===== config.mk =====
export PLATFORM = sky130hd
export DESIGN_NAME = bba_ctrl
export DESIGN_NICKNAME = d
export VERILOG_FILES = /design/src/rtl/core/bba_pkg.sv /design/src/rtl/core/bba_ctrl.sv
export SDC_FILE = /design/constraint.sdc
export NUM_CORES = 1
export LEC_CHECK = 0
export BUFFER_PORTS_ARGS = -buffer_cell sky130_fd_sc_hd__buf_2
export CORE_MARGIN = 10
export CORE_UTILIZATION = 50
export CTS_CLUSTER_SIZE = 14
export DETAILED_ROUTE_END_ITERATION = 8
export MAX_ROUTING_LAYER = met4
export PLACE_DENSITY = 0.78
export RECOVER_POWER = 25
export SYNTH_ARGS = -nofsm -noshare
export SYNTH_HDL_FRONTEND = slang
export SYNTH_SLANG_ARGS = --single-unit

===== constraint.sdc =====
create_clock -name clk -period 2.2 [get_ports clk]
set_clock_uncertainty 0.2 [all_clocks]
set_input_delay 0.22 -clock clk [delete_from_list [all_inputs] [get_ports clk]]
set_output_delay 0.22 -clock clk [all_outputs]
set_load 0.03 [all_outputs]

===== src/rtl/core/bba_pkg.sv =====
// ----------------------------------------------------------------------------
// bba_pkg
// Shared types and constants of the buddy block allocator core.
// ----------------------------------------------------------------------------
package bba_pkg;

  localparam int MAX_ORDER_DEF = 10;
  localparam int BS_W          = 21;
  localparam int MO_W          = 4;
  localparam int OFF_W         = 32;
  localparam int ORD_W         = 4;
  localparam int FREE_W        = 11;
  localparam int IN_TDATA_W    = 64;
  localparam int OUT_TDATA_W   = 48;
  localparam int FMW           = 32;
  localparam int DIV_CNT_W     = 5;

  localparam logic [BS_W-1:0] BS_RESET = 21'd16;
  localparam logic [MO_W-1:0] MO_RESET = 4'd10;

  typedef enum logic {
    CFG_BLOCK_SIZE = 1'b0,
    CFG_MAX_ORDER  = 1'b1
  } cfg_idx_t;

  typedef enum logic [1:0] {
    ST_OK      = 2'd0,
    ST_NOSPACE = 2'd1,
    ST_ZERO    = 2'd2,
    ST_BADOFF  = 2'd3
  } status_t;

  typedef enum logic [4:0] {
    OP_IDLE,
    OP_SWEEP,
    OP_LOAD,
    OP_DECODE,
    OP_SCAN_INIT,
    OP_SCAN_RD,
    OP_SCAN_HIT,
    OP_SCAN_NEXTW,
    OP_SCAN_NEXTLVL,
    OP_SPL_RD,
    OP_SPL_WR,
    OP_FREE_START,
    OP_MRG_RD,
    OP_MRG_CLR,
    OP_SET_RD,
    OP_SET_WR,
    OP_RESULT
  } op_t;

  typedef enum logic [3:0] {
    S_CLEAR,
    S_IDLE,
    S_DIV,
    S_BR,
    S_SCAN_RD,
    S_SCAN_CHK,
    S_SPL_CHK,
    S_SPL_WR,
    S_MRG_RD,
    S_MRG_CHK,
    S_SET_RD,
    S_SET_WR,
    S_RES
  } state_t;

  typedef struct packed {
    op_t     op;
    status_t st;
  } ctl_t;

  typedef struct packed {
    logic sweep_done;
    logic div_done;
    logic is_free;
    logic zero;
    logic too_big;
    logic fbad;
    logic ebad;
    logic hit;
    logic lvl_end;
    logic at_top;
    logic split_more;
    logic buddy_free;
    logic out_busy;
  } sts_t;

endpackage


===== src/rtl/core/bba_ctrl.sv =====
// ----------------------------------------------------------------------------
// bba_ctrl
// Sequencer of the allocator: clearing pass, divide, search, split, merge.
// ----------------------------------------------------------------------------
module bba_ctrl (
  input  logic          clk,
  input  logic          rst_n,
  input  logic          in_tvalid,
  output logic          in_tready,
  input  logic          cfg_we,
  input  bba_pkg::sts_t sts,
  output bba_pkg::ctl_t ctl
);
  import bba_pkg::*;

  state_t  state_r, state_nxt;
  status_t st_r, st_nxt;

  always_comb begin
    state_nxt = state_r;
    st_nxt    = st_r;
    case (state_r)
      S_CLEAR: begin
        if (!cfg_we && sts.sweep_done) state_nxt = S_IDLE;
      end
      S_IDLE: begin
        if (in_tvalid) state_nxt = S_DIV;
      end
      S_DIV: begin
        if (sts.div_done) state_nxt = S_BR;
      end
      S_BR: begin
        if (!sts.is_free) begin
          if (sts.zero) begin
            st_nxt    = ST_ZERO;
            state_nxt = S_RES;
          end else if (sts.too_big) begin
            st_nxt    = ST_NOSPACE;
            state_nxt = S_RES;
          end else begin
            state_nxt = S_SCAN_RD;
          end
        end else if (sts.fbad || sts.ebad) begin
          st_nxt    = ST_BADOFF;
          state_nxt = S_RES;
        end else begin
          state_nxt = S_MRG_RD;
        end
      end
      S_SCAN_RD: state_nxt = S_SCAN_CHK;
      S_SCAN_CHK: begin
        if (sts.hit) begin
          state_nxt = S_SPL_CHK;
        end else if (sts.lvl_end && sts.at_top) begin
          st_nxt    = ST_NOSPACE;
          state_nxt = S_RES;
        end else begin
          state_nxt = S_SCAN_RD;
        end
      end
      S_SPL_CHK: begin
        if (sts.split_more) begin
          state_nxt = S_SPL_WR;
        end else begin
          st_nxt    = ST_OK;
          state_nxt = S_RES;
        end
      end
      S_SPL_WR: state_nxt = S_SPL_CHK;
      S_MRG_RD: begin
        if (sts.at_top) state_nxt = S_SET_RD;
        else            state_nxt = S_MRG_CHK;
      end
      S_MRG_CHK: begin
        if (sts.buddy_free) state_nxt = S_MRG_RD;
        else                state_nxt = S_SET_RD;
      end
      S_SET_RD: state_nxt = S_SET_WR;
      S_SET_WR: begin
        st_nxt    = ST_OK;
        state_nxt = S_RES;
      end
      S_RES: begin
        if (!sts.out_busy) state_nxt = S_IDLE;
      end
      default: state_nxt = S_CLEAR;
    endcase
    if (cfg_we) state_nxt = S_CLEAR;
  end

  always_comb begin
    ctl.op    = OP_IDLE;
    ctl.st    = st_r;
    in_tready = 1'b0;
    case (state_r)
      S_CLEAR: ctl.op = OP_SWEEP;
      S_IDLE: begin
        in_tready = !cfg_we;
        if (in_tvalid && !cfg_we) ctl.op = OP_LOAD;
      end
      S_DIV: begin
        if (sts.div_done) ctl.op = OP_DECODE;
      end
      S_BR: begin
        if (!sts.is_free) begin
          if (!sts.zero && !sts.too_big) ctl.op = OP_SCAN_INIT;
        end else if (!sts.fbad && !sts.ebad) begin
          ctl.op = OP_FREE_START;
        end
      end
      S_SCAN_RD: ctl.op = OP_SCAN_RD;
      S_SCAN_CHK: begin
        if (sts.hit)            ctl.op = OP_SCAN_HIT;
        else if (!sts.lvl_end)  ctl.op = OP_SCAN_NEXTW;
        else if (!sts.at_top)   ctl.op = OP_SCAN_NEXTLVL;
      end
      S_SPL_CHK: begin
        if (sts.split_more) ctl.op = OP_SPL_RD;
      end
      S_SPL_WR: ctl.op = OP_SPL_WR;
      S_MRG_RD: begin
        if (!sts.at_top) ctl.op = OP_MRG_RD;
      end
      S_MRG_CHK: begin
        if (sts.buddy_free) ctl.op = OP_MRG_CLR;
      end
      S_SET_RD: ctl.op = OP_SET_RD;
      S_SET_WR: ctl.op = OP_SET_WR;
      S_RES: begin
        if (!sts.out_busy) ctl.op = OP_RESULT;
      end
      default: ctl.op = OP_IDLE;
    endcase
  end

  always_ff @(posedge clk) begin
    if (!rst_n) begin
      state_r <= S_CLEAR;
      st_r    <= ST_OK;
    end else begin
      state_r <= state_nxt;
      st_r    <= st_nxt;
    end
  end

endmodule


[Yosys cells after proc, flatten, opt, wreduce, memory -nomap -nowiden]
Index checks and enable logic that the tools add are counted.
Storage, ports and cells
  bits in read-only memories: 0
  memories: 0
  input port bits: 17
  register bits: 6
  bits in writable memories: 0
  output and inout bits: 8
  logic and storage cells: 76
  bits in latches: 0
Operators by class
  equality and inequality tests: 21
  bitwise logic cells: 1
  $lt $le $gt $ge: 0
  mux-type cells: 36
  reduce and logical (&&, ||, !) cells: 16
  div/mod/pow operators: 0
  $add $sub $neg: 0
  shifts and indexed selects: 0
  multipliers: 0
Operators with widths (count)
  $mux 4: 17
  $pmux 5 s13: 1
  $pmux 4 s13: 1
  $mux 2: 11
  $eq 4x4->1 const B: 5
  $eq 4x3->1 const B: 4
  $ne 2x2->1 const B: 7
  $mux 5: 2
  $eq 4x2->1 const B: 2
  $pmux 2 s4: 1
  $mux 3: 2
  $reduce_and 6->1: 1
  $logic_and 1x1->1: 5
  $logic_not 1->1: 5
  $eq 4x1->1 const B: 1
  $logic_not 4->1: 1
  $ne 4x4->1 const B: 1
  $reduce_and 4->1: 1
  $reduce_bool 4->1: 1
  $ne 3x3->1 const B: 1
  $reduce_or 2->1: 1
  $logic_or 1x1->1: 1
  $mux 1: 1
  $not 1->1: 1

[Logic depth before layout (Yosys ltp)]
  depth in word-level cells: 5
  mapped depth: 7

[Worst setup path after synthesis]
Ideal clock, no wire load.
  kind: reg-to-output
  from: register state_r[1]
  to: output ctl[3] in the netlist's numbering
  data arrival time: 2.061 ns
  required time: 1.780 ns
  setup slack: -0.281 ns
  buffers on the path: 2
  stages on the path, launching flop included: 6
  path through: dfxtp_1 -> buf_4 -> buf_2 -> nor4_1 -> nand2_1 -> o221ai_1
RTL lines
  start, declared: line bba_ctrl.sv:16  | state_t state_r, state_nxt;
  start signal, assigned: line bba_ctrl.sv:141  | state_r <= state_nxt;
  end, declared: line bba_ctrl.sv:12  | output bba_pkg::ctl_t ctl

==> PnR_summary.wiki <==
{| class="wikitable"
! Metric !! Value
|-
| Status || complete, no violations
|-
| Cell count after placement || 149
|-
| Most frequent cell after synthesis || nand2_1
|-
| Startpoint type of the worst setup path || register
|-
| Layout cell share with drive strength beyond 1 || 0.294
|-
| Share of total power in the clock network || 0.373
|-
| Core Rows || 14
|-
| Summed instance area of the synthesized netlist || 806 um2
|-
| Net load switching power || 0.0901 mW
|-
| Vias in the first global route || 893
|-
| Largest fanout of any net on the critical path || 16
|-
| Number of vias per cell || 6.32
|-
| Share of the synthesized area in the top cell type || 0.149
|-
| Unrepaired setup endpoints after global routing || no
|-
| Count of maximum capacitance violations || 0
|-
| Final-report max-slew violation count || 0
|-
| Worst hold slack || 71.8 ps
|-
| Number of warnings reported in the yosys synthesis log || 0
|-
| Launch instance of the worst min-delay path || rst_n
|-
| Via count of the routed design || 961
|-
| Avg Cell Area, Syn || 7.07 um2
|-
| Clk root buf || clkbuf_4
|-
| TritonCTS clock tree || yes
|-
| Portion of total power attributed to combinational logic || 0.235
|-
| Final non-filler cell total || 152
|-
| Measured slew at the worst slew-check pin || 531 ps
|-
| Total power draw || 0.292 mW
|-
| Final design instance area without fill || 965 um2
|-
| First-pass GRT wire length || 4130 um
|-
| Number of buffers inserted during clock tree synthesis || 3
|-
| Most common flop cell mapped by yosys || dfxtp_1
|-
| Leakage component of the power || 0.412 nW
|-
| Synth Instances || 114
|-
| Maximum vdd drop || 0.150 mV
|-
| Cell type with the highest aggregate area in the netlist || dfxtp_1
|-
| Most numerous cell types in the synthesized netlist || 13 x nand2_1, 11 x a21oi_1, 6 x dfxtp_1, 6 x nor2_1, 5 x nand2b_1
|-
| Post-route setup slack || 175 ps
|-
| Total Die Area || 3620 um2
|-
| Min-Delay Path Class || input pin to register
|-
| Min cycle time layout || 2020 ps
|-
| Starting Density || 0.529
|-
| Internal power || 0.202 mW
|-
| Clock input transition at the sequential cells of the worst setup and hold paths || 40 ps
|-
| Core outline area || 1520 um2
|-
| Mapped Nets || 131
|-
| Sw Share || 0.308
|-
| Overall global routing resource usage || 0.145
|-
| Number of antenna cells inserted || 0
|-
| CP startpoint || state_r[0]
|-
| WL/cell || 16.7 um
|-
| Setup WS pre-CTS || 172 ps
|-
| Highest achievable clock rate || 494 MHz
|-
| Initial antenna violation count || 0
|-
| Fillers || 139
|-
| Syn-to-layout area delta || 19.7%
|-
| CP endpoint kind || output port
|-
| Count of unique library cells instantiated by Yosys || 47
|-
| Async set or reset register ratio after synthesis || 0
|-
| Footprint of the multi-input gates || 619 um2
|-
| GR Overflow Total || 0
|-
| Largest net degree at the start of global routing || 17
|-
| Sequential cell area || 125 um2
|-
| Start of the worst register-to-register path || state_r[1]
|-
| Fraction of the cycle the final worst path needs || 0.920
|-
| Clk Latency, worst-skew pair || 260 ps
|-
| Final sum of negative setup slack || 0 ps
|-
| Layout Nets || 155
|-
| Port bufs || 24
|-
| Chip Height || 60.1 um
|-
| Number of DRC violations after detailed-routing iteration 0 || 33
|-
| Number of flops mapped to enable cells by yosys || 0
|-
| Post-Route Utilization || 0.633
|-
| Power per Cell Area || 303 nW/um2
|-
| Count of TritonRoute iterations in the first routing pass || 4
|-
| Largest cells by area after synthesis || dfxtp_1 15%, a21oi_1 6.8%, nand2_1 6.1%
|-
| Standard cell area after detailed placement || 940 um2
|-
| Number of storage elements in the synthesis netlist || 6
|-
| Post-route DRC violation count || 0
|-
| Fraction of power consumed by sequential logic || 0.392
|-
| Final GP Congestion || 0.896
|-
| Total detailed-routing wirelength || 2540 um
|-
| Data required time at the worst endpoint || 1780 ps
|-
| Detail Placement HPWL || 1970 um
|-
| Hold Violations, Final || 0
|-
| Sequential share of the synthesized area || 0.149
|-
| Headroom to the max-slew limit || 0.646
|-
| X dimension of the die || 60.1 um
|-
| Top-level port count || 25
|-
| Data arrival time of the critical path || 1600 ps
|-
| Post-CTS setup buffer count || 0
|-
| Antenna violation net count after detailed routing || 0
|-
| Worst setup path category || register to output port
|-
| Buffers from clock root to sink, at most || 2
|-
| Htree depth || 1
|-
| Clock sink count || 6
|-
| Final-report setup violation count || 0
|}
==> worst max-delay path, stage by stage (launching register included) <==
cell	delay, ps
dfxtp_2	510
buf_4	210
a21oi_1	60
a311oi_1	330
a21oi_1	60
buf_2	190
==> area by class of cell <==
| cell class | instances | area share |
|---|---|---|
| clock buffers | 3 | 0.0233 |
| flip-flops and latches | 6 | 0.130 |
| repair buffers | 30 | 0.169 |
| multi-input cells | 93 | 0.642 |
| well taps | 16 | 0.0208 |
| inverters | 4 | 0.0156 |
==> kinds of logic after synthesis <==
kind of cell	after synthesis	share of synthesized area
flops	6	0.149
simple gates	50	0.365
mux	3	0.0373
buf+inv	15	0.0978
compound gates	39	0.331
xor+xnor	1	0.0202
==> layer usage <==
metal / vias to the layer above / wire length, um / part of all wire / track usage
met5: - / 0 / 0 / -
met4: 0 / 48 / 0.019 / 0.0641
met3: 4 / 160 / 0.063 / 0.0233
met2: 38 / 1280 / 0.50 / 0.235
met1: 443 / 1050 / 0.41 / 0.170
li1: 476 / - / - / -
==> power groups by stage <==
| stage | Combinational [mW] | Sequential, mW | Clock (mW) |
|---|---|---|---|
| floorplan | 0.0395 | 0.113 | 0 |
| global placement | 0.0650 | 0.116 | 0 |
| detailed placement | 0.0674 | 0.117 | 0 |
| CTS | 0.0676 | 0.115 | 0.112 |
| global route | 0.0750 | 0.115 | 0.118 |
| finish | 0.0686 | 0.115 | 0.109 |
==> registers in the layout (all words and copies together) (netlist names) <==
| name | cells |
|---|---|
| st_r | 2 |
| state_r | 4 |
==> cells in the final DEF, fill, tap and decap left out, types with 2 or more instances in the layout <==
cell type   n
clkbuf_1    2
or3b_1      2
o21ai_1     2
nand2_1    13
nand3b_1    4
nor3_1      2
a211oi_1    2
nand2b_1    5
a311oi_1    2
nor2b_1     2
dfxtp_2     4
inv_1       4
dfxtp_1     2
mux2i_1     3
nand3_1     4
o211ai_1    4
buf_2      22
buf_4       6
nor2_1      6
a31oi_1     2
o21ai_0     4
clkbuf_4    3
a21oi_1    11
==> worst paths after layout <==
| kind | slack (ps) | to | depth (start not counted) |
|---|---|---|---|
| min reg2reg | 250 | st_r[1] | 2 |
| min | 70 | st_r[1] | 3 |
| max | 180 | ctl[4] | 5 |
| max reg2reg | 280 | st_r[0] | 4 |
==> repair_timing <==
action | 4_1_cts | 5_1_grt
endpoints found under the hold margin | 0 | 0
endpoints found under the setup margin | 2 | 4
gates cloned | 0 | 0
gates resized for setup | 1 | 3
hold buffers | 0 | 0
Power figures use the tool's default switching activity.
